$ cat config.mk
export PLATFORM = sky130hd
export DESIGN_NAME = row_block_nonzero_offsets_top
export DESIGN_NICKNAME = d
export VERILOG_FILES = /design/src/sv/rbno_pkg.sv /design/src/sv/rbno_front.sv /design/src/sv/rbno_queue.sv /design/src/sv/rbno_back.sv /design/src/sv/row_block_nonzero_offsets_top.sv
export SDC_FILE = /design/constraint.sdc
export NUM_CORES = 1
export LEC_CHECK = 0
export ABC_AREA = 1
export BUFFER_PORTS_ARGS = -buffer_cell sky130_fd_sc_hd__buf_4
export CAP_MARGIN = 20
export CORE_AREA = 2 2 181 183
export DETAILED_ROUTE_END_ITERATION = 12
export DIE_AREA = 0 0 183 185
export PLACE_DENSITY = 0.71
export SYNTH_ARGS = -nofsm -noshare
export SYNTH_HDL_FRONTEND = slang
export SYNTH_HIERARCHICAL = 1
export SYNTH_SLANG_ARGS = --single-unit
$ cat constraint.sdc
create_clock -name i_clk -period 10.9 [get_ports i_clk]
set_input_delay 2.725 -clock i_clk [delete_from_list [all_inputs] [get_ports i_clk]]
set_output_delay 2.725 -clock i_clk [all_outputs]
set_load 0.05 [all_outputs]
$ cat src/sv/rbno_pkg.sv
`timescale 1ns / 1ps
// ----------------------------------------------------------------------------
// Row block offset generator: shared package
// Widths, reset values and the request that travels from the front end to
// the result stage.
// ----------------------------------------------------------------------------
package rbno_pkg;

    // Fixed field widths of the result, row and configuration channels.
    localparam int OUT_W = 32;
    localparam int NZ_W  = 20;
    localparam int CFG_W = 11;

    // Reset value of the rows-per-block register.
    localparam logic [CFG_W-1:0] CFG_RESET = 11'd32;

    // Defaults of the top-level parameters.
    localparam int DEF_OFFSET_WIDTH   = 32;
    localparam int DEF_MAX_BLOCK_ROWS = 1024;

    // Depth of the queue between front end and result stage.
    localparam int QUEUE_DEPTH = 4;

    // One classified row: up to two offsets, each with its overflow flag.
    typedef struct packed {
        logic [OUT_W-1:0] first_val;
        logic             first_ovf;
        logic             second_vld;
        logic [OUT_W-1:0] second_val;
        logic             second_ovf;
    } t_cmd;

endpackage

$ cat src/sv/rbno_front.sv
`timescale 1ns / 1ps
// ----------------------------------------------------------------------------
// Row block offset generator: front end
// Holds the running offset and row count, classifies each accepted row and
// hands the offsets it causes to the queue as one request.
// ----------------------------------------------------------------------------
module rbno_front #(
    parameter int OFFSET_WIDTH   = rbno_pkg::DEF_OFFSET_WIDTH,
    parameter int MAX_BLOCK_ROWS = rbno_pkg::DEF_MAX_BLOCK_ROWS
) (
    input  logic                       i_clk,
    input  logic                       i_rst_n,
    input  logic                       i_cfg_wr_en,
    input  logic [rbno_pkg::CFG_W-1:0] i_cfg_wr_data,
    input  logic                       i_accept,
    input  logic [rbno_pkg::NZ_W-1:0]  i_row_nonzeros,
    input  logic                       i_group_start,
    input  logic                       i_final_row,
    output logic                       o_cmd_push,
    output rbno_pkg::t_cmd             o_cmd
);
    import rbno_pkg::*;

    localparam int CNT_W = $clog2(MAX_BLOCK_ROWS + 1);
    localparam int CMP_W = (CNT_W > CFG_W) ? CNT_W : CFG_W;
    localparam int SUM_W = ((OFFSET_WIDTH > NZ_W) ? OFFSET_WIDTH : NZ_W) + 1;
    localparam int EXT_W = (OFFSET_WIDTH > OUT_W) ? OFFSET_WIDTH : OUT_W;
    localparam logic [OFFSET_WIDTH-1:0] LIMIT    = '1;
    localparam logic [CMP_W-1:0]        MAX_ROWS = CMP_W'(MAX_BLOCK_ROWS);

    logic [CFG_W-1:0]        r_rows_per_block;
    logic [OFFSET_WIDTH-1:0] r_offset, n_offset;
    logic [CNT_W-1:0]        r_rows, n_rows;
    logic                    r_started, n_started;
    logic                    r_ovf, n_ovf;

    logic [CMP_W-1:0]        cfg_ext;
    logic [CMP_W-1:0]        eff_rows;
    logic                    emit_lead;
    logic                    emit_flush;
    logic                    emit_close;
    logic [CNT_W-1:0]        rows_a;
    logic [CNT_W-1:0]        rows_b;
    logic [SUM_W-1:0]        sum;
    logic                    sat;
    logic [OFFSET_WIDTH-1:0] offset_new;
    logic                    ovf_new;
    logic [EXT_W-1:0]        cur_ext;
    logic [EXT_W-1:0]        new_ext;

    // Effective block length: zero counts as one, large values are clamped.
    always_comb begin
        cfg_ext = CMP_W'(r_rows_per_block);
        if (cfg_ext == '0) begin
            eff_rows = CMP_W'(1);
        end else if (cfg_ext > MAX_ROWS) begin
            eff_rows = MAX_ROWS;
        end else begin
            eff_rows = cfg_ext;
        end
    end

    // Classify the row and work out the saturating running offset.
    always_comb begin
        emit_lead  = !r_started;
        emit_flush = i_group_start && (r_rows != '0);
        rows_a     = emit_flush ? '0 : r_rows;
        rows_b     = rows_a + CNT_W'(1);
        sum        = SUM_W'(r_offset) + SUM_W'(i_row_nonzeros);
        sat        = sum > SUM_W'(LIMIT);
        offset_new = sat ? LIMIT : sum[OFFSET_WIDTH-1:0];
        ovf_new    = r_ovf | sat;
        emit_close = (CMP_W'(rows_b) >= eff_rows) || i_final_row;
        cur_ext    = EXT_W'(r_offset);
        new_ext    = EXT_W'(offset_new);
    end

    // Build the request for the queue.
    always_comb begin
        o_cmd_push       = i_accept && (emit_lead || emit_flush || emit_close);
        o_cmd.second_vld = (emit_lead || emit_flush) && emit_close;
        o_cmd.second_val = new_ext[OUT_W-1:0];
        o_cmd.second_ovf = ovf_new;
        if (emit_lead) begin
            o_cmd.first_val = '0;
            o_cmd.first_ovf = r_ovf;
        end else if (emit_flush) begin
            o_cmd.first_val = cur_ext[OUT_W-1:0];
            o_cmd.first_ovf = r_ovf;
        end else begin
            o_cmd.first_val = new_ext[OUT_W-1:0];
            o_cmd.first_ovf = ovf_new;
        end
    end

    // Next state; the last row of a matrix clears offset, row count and flags.
    always_comb begin
        n_offset  = r_offset;
        n_rows    = r_rows;
        n_started = r_started;
        n_ovf     = r_ovf;
        if (i_accept) begin
            if (i_final_row) begin
                n_offset  = '0;
                n_rows    = '0;
                n_started = 1'b0;
                n_ovf     = 1'b0;
            end else begin
                n_offset  = offset_new;
                n_rows    = emit_close ? '0 : rows_b;
                n_started = 1'b1;
                n_ovf     = ovf_new;
            end
        end
    end

    // State and configuration registers.
    always_ff @(posedge i_clk) begin
        if (!i_rst_n) begin
            r_rows_per_block <= CFG_RESET;
            r_offset         <= '0;
            r_rows           <= '0;
            r_started        <= 1'b0;
            r_ovf            <= 1'b0;
        end else begin
            if (i_cfg_wr_en) begin
                r_rows_per_block <= i_cfg_wr_data;
            end
            r_offset  <= n_offset;
            r_rows    <= n_rows;
            r_started <= n_started;
            r_ovf     <= n_ovf;
        end
    end

endmodule

$ cat src/sv/rbno_queue.sv
`timescale 1ns / 1ps
// ----------------------------------------------------------------------------
// Row block offset generator: request queue
// A short first-in first-out store that lets the front end run ahead of the
// result stage.
// ----------------------------------------------------------------------------
module rbno_queue (
    input  logic           i_clk,
    input  logic           i_rst_n,
    input  logic           i_push,
    input  rbno_pkg::t_cmd i_cmd,
    input  logic           i_pop,
    output rbno_pkg::t_cmd o_cmd,
    output logic           o_valid,
    output logic           o_full
);
    import rbno_pkg::*;

    localparam int PTR_W = $clog2(QUEUE_DEPTH);
    localparam int CNT_W = $clog2(QUEUE_DEPTH + 1);
    localparam logic [PTR_W-1:0] LAST_PTR = PTR_W'(QUEUE_DEPTH - 1);

    t_cmd             r_mem [QUEUE_DEPTH];
    logic [PTR_W-1:0] r_wr_ptr, n_wr_ptr;
    logic [PTR_W-1:0] r_rd_ptr, n_rd_ptr;
    logic [CNT_W-1:0] r_count, n_count;

    assign o_cmd   = r_mem[r_rd_ptr];
    assign o_valid = (r_count != '0);
    assign o_full  = (r_count == CNT_W'(QUEUE_DEPTH));

    // Pointer and fill level updates.
    always_comb begin
        n_wr_ptr = r_wr_ptr;
        n_rd_ptr = r_rd_ptr;
        n_count  = r_count;
        if (i_push) begin
            n_wr_ptr = (r_wr_ptr == LAST_PTR) ? '0 : r_wr_ptr + PTR_W'(1);
        end
        if (i_pop) begin
            n_rd_ptr = (r_rd_ptr == LAST_PTR) ? '0 : r_rd_ptr + PTR_W'(1);
        end
        if (i_push && !i_pop) begin
            n_count = r_count + CNT_W'(1);
        end else if (!i_push && i_pop) begin
            n_count = r_count - CNT_W'(1);
        end
    end

    // Storage write.
    always_ff @(posedge i_clk) begin
        if (i_push) begin
            r_mem[r_wr_ptr] <= i_cmd;
        end
    end

    // Control registers.
    always_ff @(posedge i_clk) begin
        if (!i_rst_n) begin
            r_wr_ptr <= '0;
            r_rd_ptr <= '0;
            r_count  <= '0;
        end else begin
            r_wr_ptr <= n_wr_ptr;
            r_rd_ptr <= n_rd_ptr;
            r_count  <= n_count;
        end
    end

endmodule

$ cat src/sv/rbno_back.sv
`timescale 1ns / 1ps
// ----------------------------------------------------------------------------
// Row block offset generator: result stage
// Unpacks each queued request into one or two results and holds the oldest
// result in an output register until it is taken.
// ----------------------------------------------------------------------------
module rbno_back (
    input  logic                       i_clk,
    input  logic                       i_rst_n,
    input  rbno_pkg::t_cmd             i_cmd,
    input  logic                       i_cmd_vld,
    output logic                       o_cmd_deq,
    input  logic                       i_pop,
    output logic                       o_empty,
    output logic [rbno_pkg::OUT_W-1:0] o_block_begin,
    output logic                       o_run_last,
    output logic                       o_overflow
);
    import rbno_pkg::*;

    logic             r_phase, n_phase;
    logic             r_out_vld, n_out_vld;
    logic [OUT_W-1:0] r_val;
    logic             r_last;
    logic             r_ovf;

    logic             load;
    logic             sel_second;
    logic             is_last;

    // Pick the pending offset of the head request.
    always_comb begin
        load       = i_cmd_vld && (!r_out_vld || i_pop);
        sel_second = r_phase;
        is_last    = r_phase || !i_cmd.second_vld;
        o_cmd_deq  = load && is_last;
    end

    // Next phase and output valid.
    always_comb begin
        n_phase   = r_phase;
        n_out_vld = r_out_vld;
        if (load) begin
            n_phase   = !is_last;
            n_out_vld = 1'b1;
        end else if (i_pop) begin
            n_out_vld = 1'b0;
        end
    end

    // Control registers.
    always_ff @(posedge i_clk) begin
        if (!i_rst_n) begin
            r_phase   <= 1'b0;
            r_out_vld <= 1'b0;
        end else begin
            r_phase   <= n_phase;
            r_out_vld <= n_out_vld;
        end
    end

    // Output payload register.
    always_ff @(posedge i_clk) begin
        if (load) begin
            r_val  <= sel_second ? i_cmd.second_val : i_cmd.first_val;
            r_ovf  <= sel_second ? i_cmd.second_ovf : i_cmd.first_ovf;
            r_last <= is_last;
        end
    end

    assign o_empty       = !r_out_vld;
    assign o_block_begin = r_val;
    assign o_run_last    = r_last;
    assign o_overflow    = r_ovf;

endmodule

$ cat src/sv/row_block_nonzero_offsets_top.sv
`timescale 1ns / 1ps
// ----------------------------------------------------------------------------
// Row block offset generator: top level
// Turns a stream of per-row nonzero counts into the starting nonzero offset
// of every fixed-size row block, with saturation and a sticky overflow flag.
// ----------------------------------------------------------------------------
// Usage:
// Rows enter through push/full; a row is taken at a clock edge with push high
// and full low. Results leave through empty/pop; the oldest result sits on the
// result ports while empty is low and is taken on an edge with pop high.
// A row causes zero, one or two results; run_last marks the last of them.
// The front end takes one row per cycle while the four-entry request queue
// has room. The result stage gives one result per cycle while pop is high; a
// row causing two results holds the queue head until its second is loaded.
// A request is registered in the queue, then in the result register.
// When the receiver stalls, the result register holds and the queue fills;
// full rises once four requests are waiting, and rows that cause no result
// never occupy the queue.
// Reset (synchronous, active low) clears offsets, counters and the queue and
// sets rows_per_block to 32. Write rows_per_block only while idle.
// ----------------------------------------------------------------------------
module row_block_nonzero_offsets_top #(
    parameter int OFFSET_WIDTH   = rbno_pkg::DEF_OFFSET_WIDTH,
    parameter int MAX_BLOCK_ROWS = rbno_pkg::DEF_MAX_BLOCK_ROWS
) (
    input  logic                       i_clk,
    input  logic                       i_rst_n,
    input  logic                       i_cfg_wr_en,
    input  logic [rbno_pkg::CFG_W-1:0] i_cfg_wr_data,
    input  logic                       push,
    output logic                       full,
    input  logic [rbno_pkg::NZ_W-1:0]  i_row_nonzeros,
    input  logic                       i_group_start,
    input  logic                       i_final_row,
    output logic                       empty,
    input  logic                       pop,
    output logic [rbno_pkg::OUT_W-1:0] o_block_begin,
    output logic                       o_run_last,
    output logic                       o_overflow
);
    import rbno_pkg::*;

    logic accept;
    logic cmd_push;
    t_cmd front_cmd;
    t_cmd head_cmd;
    logic head_vld;
    logic head_deq;
    logic q_full;

    assign full   = q_full;
    assign accept = push && !q_full;

    // Front end: state and classification.
    rbno_front #(
        .OFFSET_WIDTH   (OFFSET_WIDTH),
        .MAX_BLOCK_ROWS (MAX_BLOCK_ROWS)
    ) u_front (
        .i_clk          (i_clk),
        .i_rst_n        (i_rst_n),
        .i_cfg_wr_en    (i_cfg_wr_en),
        .i_cfg_wr_data  (i_cfg_wr_data),
        .i_accept       (accept),
        .i_row_nonzeros (i_row_nonzeros),
        .i_group_start  (i_group_start),
        .i_final_row    (i_final_row),
        .o_cmd_push     (cmd_push),
        .o_cmd          (front_cmd)
    );

    // Request queue between the two halves.
    rbno_queue u_queue (
        .i_clk   (i_clk),
        .i_rst_n (i_rst_n),
        .i_push  (cmd_push),
        .i_cmd   (front_cmd),
        .i_pop   (head_deq),
        .o_cmd   (head_cmd),
        .o_valid (head_vld),
        .o_full  (q_full)
    );

    // Result stage.
    rbno_back u_back (
        .i_clk         (i_clk),
        .i_rst_n       (i_rst_n),
        .i_cmd         (head_cmd),
        .i_cmd_vld     (head_vld),
        .o_cmd_deq     (head_deq),
        .i_pop         (pop),
        .o_empty       (empty),
        .o_block_begin (o_block_begin),
        .o_run_last    (o_run_last),
        .o_overflow    (o_overflow)
    );

endmodule

-- After elaboration in Yosys (flattened, before gate mapping)
Memory sizes are Yosys's and may differ from the RTL's. A register that Yosys moved wholly into a read port is not among the register bits.
Index checks and enable logic that the tools add are counted.
- output and inout bits: 36
- flip-flop bits (word level): 99
- memories kept: 1
- RAM bits: 268
- logic and storage cells: 75
- bits of input ports: 38
- bitwise gates (word level): 1
- add/sub/neg operators: 6
- order comparisons: 3
- mux-type cells: 23
- eq/ne operators: 3
- reduce and logical (&&, ||, !) cells: 25
- memories (memory ; words ; bits a word ; read ports ; clocked after Yosys merged registers in ; wr ports ; line ; RTL):
    u_queue.r_mem ; 4 ; 67 ; 1 ; 1 ; 1 ; rbno_queue.sv:23 ; t_cmd r_mem [QUEUE_DEPTH];
- operators by type and width (cell ; count):
    $mux W32 ; 3
    $mux W33 ; 2
    $mux W11 ; 5
    $add A32 B20 Y33 ; 1
    $gt A33 B32 Y1 const B ; 1
    $add A11 B1 Y11 const B ; 1
    $ge A11 B11 Y1 ; 1
    $gt A11 B11 Y1 const B ; 1
    $logic_not A11 Y1 ; 1
    $reduce_bool A11 Y1 ; 1
    $logic_and A1 B1 Y1 ; 8
    $mux W2 ; 4
    $logic_not A1 Y1 ; 7
    $mux W1 ; 7
    $mux W3 ; 2
    $logic_or A1 B1 Y1 ; 5
    $add A2 B1 Y2 const B ; 2
    $eq A2 B2 Y1 const B ; 2
    $reduce_bool A2 Y1 ; 2
    $add A3 B1 Y3 const B ; 1
    $eq A3 B3 Y1 const B ; 1
    $reduce_bool A3 Y1 ; 1
    $sub A3 B1 Y3 const B ; 1
    $or A1 B1 Y1 ; 1

-- Logic depth before layout (Yosys ltp)
Gate-level depths: netlist of run 1.
- depth in word-level cells: 12
- mapped depth: 31
- gate-level depth less buffers: 29

-- Modules after synthesis
Netlist of run 1, hierarchy kept.
- by module, submodules not included (module ; times used ; area an instance (sq um) ; cells each ; sequential area each (sq um)):
    rbno_queue ; 1 ; 10413.7 ; 708 ; 8227.9
    rbno_front ; 1 ; 5275.1 ; 886 ; 1121.1
    rbno_back ; 1 ; 1577.8 ; 155 ; 1061.0
    row_block_nonzero_offsets_top ; 1 ; 10.0 ; 2 ; 0.0

-- Worst setup path before layout of run 1
OpenSTA, ideal clock, no wires.
- kind: input to register
- start point: in i_group_start
- end point: mem u_queue/r_mem[0][0] (netlist bit), enable pin
- library setup time: 0.421 ns
- data required time: 10.479 ns
- buffers on the path: 2
- stages: 19
- setup slack: 3.997 ns
- arrival: 6.482 ns
- path through: nand2_1 > buf_4 > clkbuf_1 > nand2_1 > inv_1 > ha_1 > inv_1 > nor2_1 > nand3_1 > and2_1 > ha_1 > nand2_1 > nor2_1 > nand3_1 > nand4_1 > inv_1 > a21oi_1 > nand2_1 > inv_1
- longest elaborated chain between the ends: 9
- RTL lines (element ; line ; RTL):
    start: declaration ; row_block_nonzero_offsets_top.sv:33 ; input logic i_group_start,
    $logic_and A1 B1 Y1 * ; rbno_front.sv:66 ; emit_flush = i_group_start && (r_rows != '0);
    $mux W11 ; rbno_front.sv:67 ; rows_a = emit_flush ? '0 : r_rows;
    $add A11 B1 Y11 ; rbno_front.sv:68 ; rows_b = rows_a + CNT_W'(1);
    $ge A11 B11 Y1 ; rbno_front.sv:73 ; emit_close = (CMP_W'(rows_b) >= eff_rows) || i_final_row;
    $logic_or A1 B1 Y1 ; rbno_front.sv:73 ;
    $logic_or A1 B1 Y1 * ; rbno_front.sv:80 ; o_cmd_push = i_accept && (emit_lead || emit_flush || emit_close);
    $logic_and A1 B1 Y1 * ; rbno_front.sv:80 ;
    via cmd_push ; row_block_nonzero_offsets_top.sv:44 ; logic cmd_push;
    $mux W1 * ; rbno_queue.sv:52 ; if (i_push) begin
    $mux W1 (implied by the code) * ; rbno_queue.sv:53 ; r_mem[r_wr_ptr] <= i_cmd;
    end: declaration ; rbno_queue.sv:23 ;
The timed path passes the listed nets; every way through them passes the cells marked *.

-- Worst setup path in the final report of run 1
- start point: in i_group_start
- end point: mem u_queue/r_mem[0][2] (netlist bit), enable pin
The elaborated chain is that of the path after synthesis.

==> results of run 1 <==
==> kinds of logic after synthesis <==
family / count (synthesis) / synth area share, %
adders and majority gates: 40 / 2.984
DFF: 369 / 60.25
and+or+nand+nor: 747 / 18.15
buffers and inverters: 218 / 6.134
xor gates and xnor gates: 18 / 0.9126
AOI/OAI and AO/OA: 359 / 11.57
==> layout by cell type (no fill, tap or decap), types with 10 or more instances in the layout <==
| master | count |
|---|---|
| sky130_fd_sc_hd__clkbuf_16 | 38 |
| sky130_fd_sc_hd__a21oi_2 | 14 |
| sky130_fd_sc_hd__buf_4 | 87 |
| sky130_fd_sc_hd__nor3_1 | 14 |
| sky130_fd_sc_hd__ha_1 | 38 |
| sky130_fd_sc_hd__o22ai_1 | 67 |
| sky130_fd_sc_hd__nor2_1 | 232 |
| sky130_fd_sc_hd__o21ai_0 | 183 |
| sky130_fd_sc_hd__dfxtp_1 | 65 |
| sky130_fd_sc_hd__nand2_1 | 378 |
| sky130_fd_sc_hd__edfxtp_1 | 302 |
| sky130_fd_sc_hd__inv_1 | 127 |
| sky130_fd_sc_hd__nand2_4 | 15 |
| sky130_fd_sc_hd__a21oi_1 | 57 |
| sky130_fd_sc_hd__xnor2_1 | 15 |
| sky130_fd_sc_hd__nand3_1 | 65 |
| sky130_fd_sc_hd__a31oi_1 | 16 |
| sky130_fd_sc_hd__clkinv_1 | 10 |
| sky130_fd_sc_hd__o21bai_1 | 12 |
| sky130_fd_sc_hd__nand2_2 | 12 |
==> worst min-delay path: stages (launching register included) <==
cell,delay (ps)
sky130_fd_sc_hd__dfxtp_1,320
sky130_fd_sc_hd__nand2_1,70
sky130_fd_sc_hd__nand3_1,50
==> registers in the layout (all words and copies together) (netlist names), 2 cells and up, named ones only <==
register              flops
u_back/o_block_begin     32
u_queue/r_rd_ptr          2
u_front/r_rows           11
u_queue/r_count           3
u_front/cur_ext          32
u_front/cfg_ext          11
u_queue/r_mem           268
u_queue/r_wr_ptr          2
==> how the worst max path moves through the flow <==
stage	cells past startpoint	slack, ps	endpoint	startpoint
floorplan	19	4000	u_queue/r_mem[0][0]	i_group_start
finish	20	3990	u_queue/r_mem[0][2]	i_group_start
detailed placement	20	3440	u_queue/r_mem[3][3]	i_group_start
global placement	20	3490	u_queue/r_mem[3][5]	i_group_start
global route	20	3350	u_queue/r_mem[0][16]	i_group_start
CTS	20	3970	u_queue/r_mem[3][49]	i_group_start
==> through the flow <==
stage / power [mW] / setup slack (ps) / hold slack, ps
detailed placement: 3.373 / 3437 / 486.6
global route: 4.841 / 3349 / 510.1
CTS: 4.615 / 3973 / 499.3
global placement: 3.343 / 3487 / 475.0
finish: 4.590 / 3986 / 493.2
floorplan: 3.017 / 3997 / 452.3
==> metal layers <==
layer  GRT usage, %  up-vias
li1               -     6082
met1          35.22     5896
met2          34.65      453
met3          3.166       54
met4          6.080        0
met5              0        -
==> where the power goes <==
part           total (mW)  leakage, nW  switching (mW)  internal, mW
clock network        1.24        0.573           0.526         0.719
registers            1.90         3.54          0.0979          1.80
logic                1.44         3.58            1.04         0.407
total                4.59         7.69            1.66          2.93
==> layout make-up <==
cell class | instances | area share [%]
repair buffers | 87 | 3.418
clock buffers | 46 | 5.134
flip-flops and latches | 369 | 54.51
well taps | 408 | 2.672
inverters | 135 | 2.730
clock inverters | 24 | 1.139
multi-input cells | 1164 | 30.40
==> results, run 1 <==
- The synthesized area per cell is 9.867 sq um.
- Measured along the x axis, the die boundary spans 183 um.
- The number of instances in the placed design is 2163.
- The number of pins exceeding their max-slew limit in the final report was 0.
- The number of antenna violations at the first check in global routing is 0.
- The type of the tightest min-delay check is reg2reg.
- Clock skew on the completed layout was measured at 15.09 ps.
- The final critical delay including setup and external delays is 6914 ps.
- The flop-to-flop setup slack is 5570 ps.
- Once the floorplan was initialized, standard cells occupied 53.92% of the core.
- The I/O pin count is 74.
- Once layout is done, the placed cells without fillers occupy 19110 sq um.
- The die covers 33860 sq um.
- The number of cell rows is 66.
- The highest ir drop seen on vdd is 0.1200 mV.
- Detailed placement finished with a half-perimeter wire length of 24.28 mm.
- The post-synthesis register bit count is 369.
- In this run, synthesis inferred 302 flip-flops with an integrated enable.
- The flow ran to the end, and the final reports show no timing, DRC or antenna violations.
- Ranked by total cell area, the synthesized netlist is headed by sky130_fd_sc_hd__edfxtp_1 (52%), sky130_fd_sc_hd__nand2_1 (8.2%), sky130_fd_sc_hd__dfxtp_1 (7.8%).
- Counting cells, the worst reg-to-reg path comes to 23.
- The first-pass GRT wire length is 60.92 mm.
- TritonCTS built the clock tree.
- The worst hold path passes through 2 cells.
- For this run, asynchronously set or reset flops after synthesis account for 0%.
- Summed over its instances, the top area cell type makes up 52.49% of the synthesized netlist area.
- In this run the power density over the cells is 240.2 nW/um^2.
- The worst register-to-register path begins at u_front/r_rows[3].
- The required time of the critical path is 11040 ps.
- In the routed layout, each cell is associated on average with a via count of 5.591.
- The largest total area in the synthesized netlist belongs to sky130_fd_sc_hd__edfxtp_1.
- The clock insertion delay at the later pin of the skew report is 530 ps.
- The synthesized netlist net count is 1829.
- The critical path contains buffers and inverters numbering 7 combined.
- Setup repair after global routing left no endpoint under its margin.
- The post-synthesis cell count is 1751.
- The startpoint identified for the worst hold timing path is u_front/cfg_ext[5].
- The count of cells in the finished layout, fillers not included, comes to 2233.
- The critical path goes through buf_4, nand2_1, buf_4, inv_1, nor2_1, ha_1, inv_1, nor2_1, nand3_1, and2_1, ha_1, nand2_1, nor2_1, nand3_1, nand4_1, inv_1, a21oi_1, nand2_1, inv_2, buf_4.
- In the final layout, the share of cells above drive strength 1 is 11.07%.
- After detailed routing, the number of remaining DRC violations is 0.
- The largest delay contributor family on the critical path is buffers and inverters.
- The initial DRC count is 1390.
- Buffers added to address setup during post-CTS repair amount to 0.
- The number of fill cells is 2705.
- The endpoint identified for the worst register-to-register timing path is u_queue/r_mem[0][2].
- The remaining antenna violation count is 0.
- The final core utilization is 59.64%.
- The post-synthesis instance area is 17280 sq um.
- The post-detailed-placement cell area is 17910 sq um.
- For the pin with the worst max-slew slack, the measured transition is 1028 ps.
- The die is 185 um tall.
- The global placer's final weighted congestion is 0.8688.
- Counting distinct cell types in the post-synthesis netlist gives 44.
- The peak fanout along the critical path is 67.
- For this run, the register share of the synthesized area comes to 60.25%.
- For this run, the top clock speed supported by timing is 144.6 MHz.
- Counting the buffers created by CTS gives 38.
- The number of iterations in the first detailed-routing pass is 7.
- Wire segments on met3 add up to 3.103 mm in the final route.
- After the last flow step, the layout net total stands at 1873.
- The topmost layer with routed signal wires is met4.
- The master cell of the clock root buffer is sky130_fd_sc_hd__clkbuf_16.
- The area used by sequential logic in the layout is 10420 sq um.
- The register clock-pin slew on the reported worst setup and hold paths is 60 ps.
- The cell with the largest stage delay on the worst path is sky130_fd_sc_hd__buf_4.
- The number of hold-slack violations in the final timing report was 0.
- The routed layout has 12485 vias.
- The total global routing overflow is 0.
- Adding up every negative setup slack in the final design gives 0 ps.
- Input and output buffers added on the ports amount to 73.
- The path with the worst hold slack has its endpoint at u_front/cfg_ext[5].
- Summed over all layers, the routed wires come to 38.71 mm.
- The leakage power summed over all cells is 7.687 nW.
- The number of global-route vias before repair is 11412.
- The number of warnings issued by yosys is 6.
- The setup path with the least slack is of type in2reg.
- The detailed-routing wirelength on met1 is 17.98 mm.
- The max-cap violation count is 0.
- The number of H-tree branching levels is 2.
- 0 antenna diodes ended up in the layout.
- The leading register cell type out of synthesis is sky130_fd_sc_hd__edfxtp_1.
- Summing all multi-input logic gate instances after layout gives 5809 sq um.
- Sorting the synthesized cells by how often they occur yields sky130_fd_sc_hd__nand2_1 (378), sky130_fd_sc_hd__edfxtp_1 (302), sky130_fd_sc_hd__nor2_1 (233).
- The detailed-route wire length per cell is 17.34 um.
- The total of endpoints with negative setup slack in the final report is 0.
- The sink count of the clock tree is 369.
- STA classifies the critical path endpoint as a flip-flop.
- Yosys instantiated no cell more often than sky130_fd_sc_hd__nand2_1.
- The detailed-routed wire length on met2 is 17.05 mm.
- In this run, post-CTS repair resized a total of 0 instances.
- The count of hold buffers inserted by post-cts repair is 0.
- The maximum buffer depth of the clock tree is 3.
- The ratio of final minimum period to clock period is 63.43%.
- The largest net degree at the start of global routing is 85.
- The global-route usage over all layers is 23.01%.
- The critical path's largest stage delay is 740 ps.
- The normalized max-slew margin is 31.47%.
- The area of the core region is 32040 sq um.
- STA puts the critical path data arrival time at 7050 ps.
- Compared with the post-synthesis result, the final layout area differs by 10.60%.
- The startpoint type of the worst setup path is an input pin.
Power figures use the tool's default switching activity.
==> run 2, diff against run 1 <==
--- a/config.mk
+++ b/config.mk
@@ -5,13 +5,13 @@
 export SDC_FILE = /design/constraint.sdc
 export NUM_CORES = 1
 export LEC_CHECK = 0
-export ABC_AREA = 1
+export ABC_AREA = 0
 export BUFFER_PORTS_ARGS = -buffer_cell sky130_fd_sc_hd__buf_4
 export CAP_MARGIN = 20
-export CORE_AREA = 2 2 181 183
+export CORE_AREA = 2 2 178 180
 export DETAILED_ROUTE_END_ITERATION = 12
-export DIE_AREA = 0 0 183 185
-export PLACE_DENSITY = 0.71
+export DIE_AREA = 0 0 180 182
+export PLACE_DENSITY = 0.74
 export SYNTH_ARGS = -nofsm -noshare
 export SYNTH_HDL_FRONTEND = slang
 export SYNTH_HIERARCHICAL = 1
==> constraint.sdc (replaced) <==
create_clock -name i_clk -period 6.3 [get_ports i_clk]
set_input_delay 1.575 -clock i_clk [delete_from_list [all_inputs] [get_ports i_clk]]
set_output_delay 1.575 -clock i_clk [all_outputs]
set_load 0.05 [all_outputs]
==> run 2 against run 1 <==
Sequential share of layout area grew 1.1 points. Flip-flop and latch count is the same. Final cell count shrank 27%. Setup slack lost 2800 ps. Routed wire length shrank 11%. Critical path depth shrank 5. Largest cell class unchanged. Clock-buffer cell count grew 8. Critical path type unchanged. Via count shrank 21%. Highest routed layer unchanged.
==> results, run 2 <==
- The number of pins exceeding their max-slew limit in the final report came to 0.
- The most common cell in the synthesized netlist is sky130_fd_sc_hd__edfxtp_1.
- The netlist uses 82 different library cells.
- The number of instances in the placed design is 1567.
- Clock-pin slew was measured on the worst setup and hold paths at 60 ps.
- Max-cap violations in this run came to 0.
- The clock passes through at most 3 buffers.
- The initial utilization of the core area, before any placement, comes to 54.00%.
- The number of cell rows is 65.
- The slowest stage of the critical path is the sky130_fd_sc_hd__and2_2 cell.
- The worst pin sits at a relative slew slack of 31.12%.
- The number of fill cells is 2315.
- Summed over all failing endpoints, the final setup total negative slack is 0 ps.
- The area used by sequential logic in the layout is 10420 sq um.
- Counting flops with an async set or reset pin after synthesis yields a share of 0%.
- The quantity of gates resized following cts is 0.
- The leakage power summed over all cells is 6.750 nW.
- The post-synthesis instance area is 16730 sq um.
- STA puts the critical path data arrival time at 5270 ps.
- The top cell type by area accounts for 54.19% of the synthesized area.
- The most common cell after layout, fill and taps aside is sky130_fd_sc_hd__edfxtp_1.
- By area the synthesized netlist is led by sky130_fd_sc_hd__edfxtp_1 (54%), sky130_fd_sc_hd__mux4_2 (9.0%), sky130_fd_sc_hd__dfxtp_1 (8.0%).
- Detailed placement finished with a half-perimeter wire length of 22.21 mm.
- The signed area change from the synthesized netlist to the final layout is 12.00%.
- The synthesized area per cell is 14.80 sq um.
- The clock network is responsible for 27.6% of the overall power.
- In this run, the combinational gates consume 29.2% of the power.
- From bottom edge to top edge, the die measures 182 um.
- The total global routing overflow is 0.
- The largest single stage delay on the critical path is 960 ps.
- In the final layout, the multi-input gates occupy 5798 sq um.
- The startpoint type of the worst setup path is an input pin.
- The peak fanout along the critical path is 36.
- CTS built an H-tree with a depth of 2.
- The relative contribution of sequential cells to total power is 43.2%.
- For the finished layout, the period the worst path requires is 5066 ps.
- The number of antenna violations at the first check in global routing was 0.
- TritonCTS built the clock tree.
- The clock net in this run drives a total of 369 sinks.
- The pin slew with the least headroom to its limit is 1033 ps.
- The critical path contains buffers and inverters numbering 2 combined.
- After layout, the worst path uses 80.42% of the clock period.
- The type of the tightest min-delay check is reg2reg.
- The Yosys step of the flow raised 6 warnings.
- At the end of the flow, the number of nets in the layout was 1283.
- The floorplan step set the die width to 180 um.
- In the final layout, the share of cells above drive strength 1 is 23.10%.
- After clock tree synthesis, the flow added hold-fix buffers numbering 0.
- The pre-antenna-repair detailed-routing pass consisted of 5 iterations.
- The number of global-route vias before repair is 9861.
- Among all flip-flop cells after synthesis, the most frequent one is sky130_fd_sc_hd__edfxtp_1.
- Setup repair after global routing left no endpoint under its margin.
- The first global-routing pass estimated 54.86 mm of wire.
- The repair_antennas step left the layout with diodes totalling 0.
- On the final layout, the worst clock skew is 17.49 ps.
- The largest register by flop count is u_queue/r_mem.
- The final core utilization is 60.48%.
- The initial DRC count is 837.
- The master cell of the clock root buffer is sky130_fd_sc_hd__clkbuf_16.
- Across the VDD grid, the largest voltage drop is 0.2664 mV.
- Summing the sequential cell areas from Yosys gives 62.21% of the chip area.
- The total detailed-routing wirelength is 34.59 mm.
- The number of buffers created by CTS is 38.
- The critical path is of the in2reg type.
- Across all setup checks in the final design, the least slack found is 1234 ps.
- The count of nets left with antenna violations once routing finished came out at 0.
- Synthesis produced a netlist with a net count of 1209.
- The later pin in the worst-skew pair is clocked with a latency of 520 ps.
- The global placer's final weighted congestion is 0.8569.
- The routed via count divided by cell count is 5.991.
- In this run the power density over the cells is 402.5 nW/um^2.
- The global-route usage over all layers is 21.35%.
- The commonest cells after synthesis are sky130_fd_sc_hd__edfxtp_1 (302), sky130_fd_sc_hd__nand2_1 (83), sky130_fd_sc_hd__dfxtp_1 (67), sky130_fd_sc_hd__mux4_2 (67), sky130_fd_sc_hd__nor2_1 (64).
- Setup violations remaining at the end of the flow were counted as 0.
- The number of buffers inserted by port buffering is 73.
- Traced cell by cell, the critical path runs through buf_4, nor2b_1, ha_1, nand3_1, xor2_1, nor2_1, ha_1, nand4_1, nor2_1, a21oi_1, a21oi_1, a2111oi_2, a31oi_1, and2_2, buf_4.
- The switching power of the nets is 2.326 mW.
- In the layout the commonest cells are sky130_fd_sc_hd__edfxtp_1 (302), sky130_fd_sc_hd__buf_4 (93), sky130_fd_sc_hd__nand2_1 (82), sky130_fd_sc_hd__mux4_2 (67).
- Timing would allow up to 197.4 MHz.
- For the worst setup path, the data required time is 6510 ps.
- The number of enable flip-flop cells after synthesis is 302.
- In this run the post-CTS setup repair buffer count came out at 0.
- The design draws 7.543 mW.
- OpenSTA, run right after detailed placement, puts the worst setup slack at 691.5 ps.
- The floorplan step defined a die boundary enclosing 32760 sq um.
- The number of hold-slack violations in the final timing report is 0.
- The routed layout has 9801 vias.
- The area of the core region is 30990 sq um.
- The post-synthesis cell count is 1131.
- The internal portion of the total power is 5.217 mW.
- After detailed routing, the number of remaining DRC violations is 0.
- The I/O pin count is 74.
- The register with the most flip-flops in the layout has 268 of them.
- The cell accounting for the most synthesized area is sky130_fd_sc_hd__edfxtp_1.
- The filler-free cell count of the finished design is 1636.
- The category of the worst setup path capture point is a flip-flop.
- In this run switching power makes up 30.84% of total power.
- The post-synthesis register bit count is 369.
- The detailed-route wire length per cell is 21.14 um.
- The largest delay contributor family on the critical path is simple AND/OR/NAND/NOR gates.
- The largest net degree at the start of global routing is 67.
- The run finished with clean final reports.
[run 2: cell count changes in the layout (fill, tap and decap cells not counted), sizes merged, moves of 33 or more]
| cell | before | now |
|---|---|---|
| mux4 | 0 | 67 |
| nor2 | 241 | 64 |
| inv | 138 | 31 |
| o21ai | 187 | 43 |
| mux2 | 0 | 33 |
| nand3 | 67 | 24 |
| nand2 | 405 | 85 |
| o22ai | 67 | 3 |
[run 2: per-layer routing]
metal  track usage, %  share of wire, %  up-vias
li1                 -                 -     4541
met1            29.47                44     4919
met2            35.80                49      289
met3            3.289               5.2       52
met4            5.496               2.0        0
met5                0                 0        -
[run 2: power groups by stage]
stage	clock, mW	sequential (mW)	combinational, mW
detailed placement	0	3.32	2.21
global placement	0	3.31	2.19
global route	2.23	3.30	2.34
CTS	2.13	3.27	2.22
finish	2.08	3.26	2.20
floorplan	0	3.65	1.38
[run 2: final timing paths]
kind | to | depth (start not counted) | slack, ps | startpoint
min reg2reg | u_front/cur_ext[5] | 2 | 490 | u_front/cur_ext[5]
min | u_front/cur_ext[5] | 2 | 490 | u_front/cur_ext[5]
max reg2reg | u_queue/r_mem[3][13] | 14 | 2030 | u_front/r_rows[0]
max | u_queue/r_mem[3][13] | 15 | 1230 | i_group_start
[run 2: tightest hold or removal path, cell delays in order, from the launching register on]
cell	delay, ps
sky130_fd_sc_hd__dfxtp_1	320
sky130_fd_sc_hd__nand2_1	50
sky130_fd_sc_hd__o21ai_0	60
[run 2: final cells by class]
type / count / area share [%]
Multi-Input combinational cell: 668 / 30.94
Timing Repair Buffer: 95 / 3.939
Clock inverter: 15 / 0.4807
Clock buffer: 54 / 5.721
Inverter: 33 / 0.6609
Tap cell: 402 / 2.684
Sequential cell: 369 / 55.58
[run 2: logic make-up (layout without fill, tap and decap cells)]
family / after synthesis / in the layout / synth area share, %
compound gates: 213 / 213 / 9.167
xor+xnor: 30 / 30 / 1.570
fa+ha+maj: 40 / 40 / 3.081
buf+inv: 94 / 197 / 3.215
flops: 369 / 369 / 62.21
mux: 118 / 118 / 12.97
simple gates: 267 / 267 / 7.791
[run 2: stage by stage]
stage                     hold slack (ps)  cell area [sq um]
after global placement              462.3              17580
after floorplan                     443.1              16730
final                               491.5              18740
after detailed placement            479.5              17580
after CTS                           490.7              18740
after global routing                499.5              18740
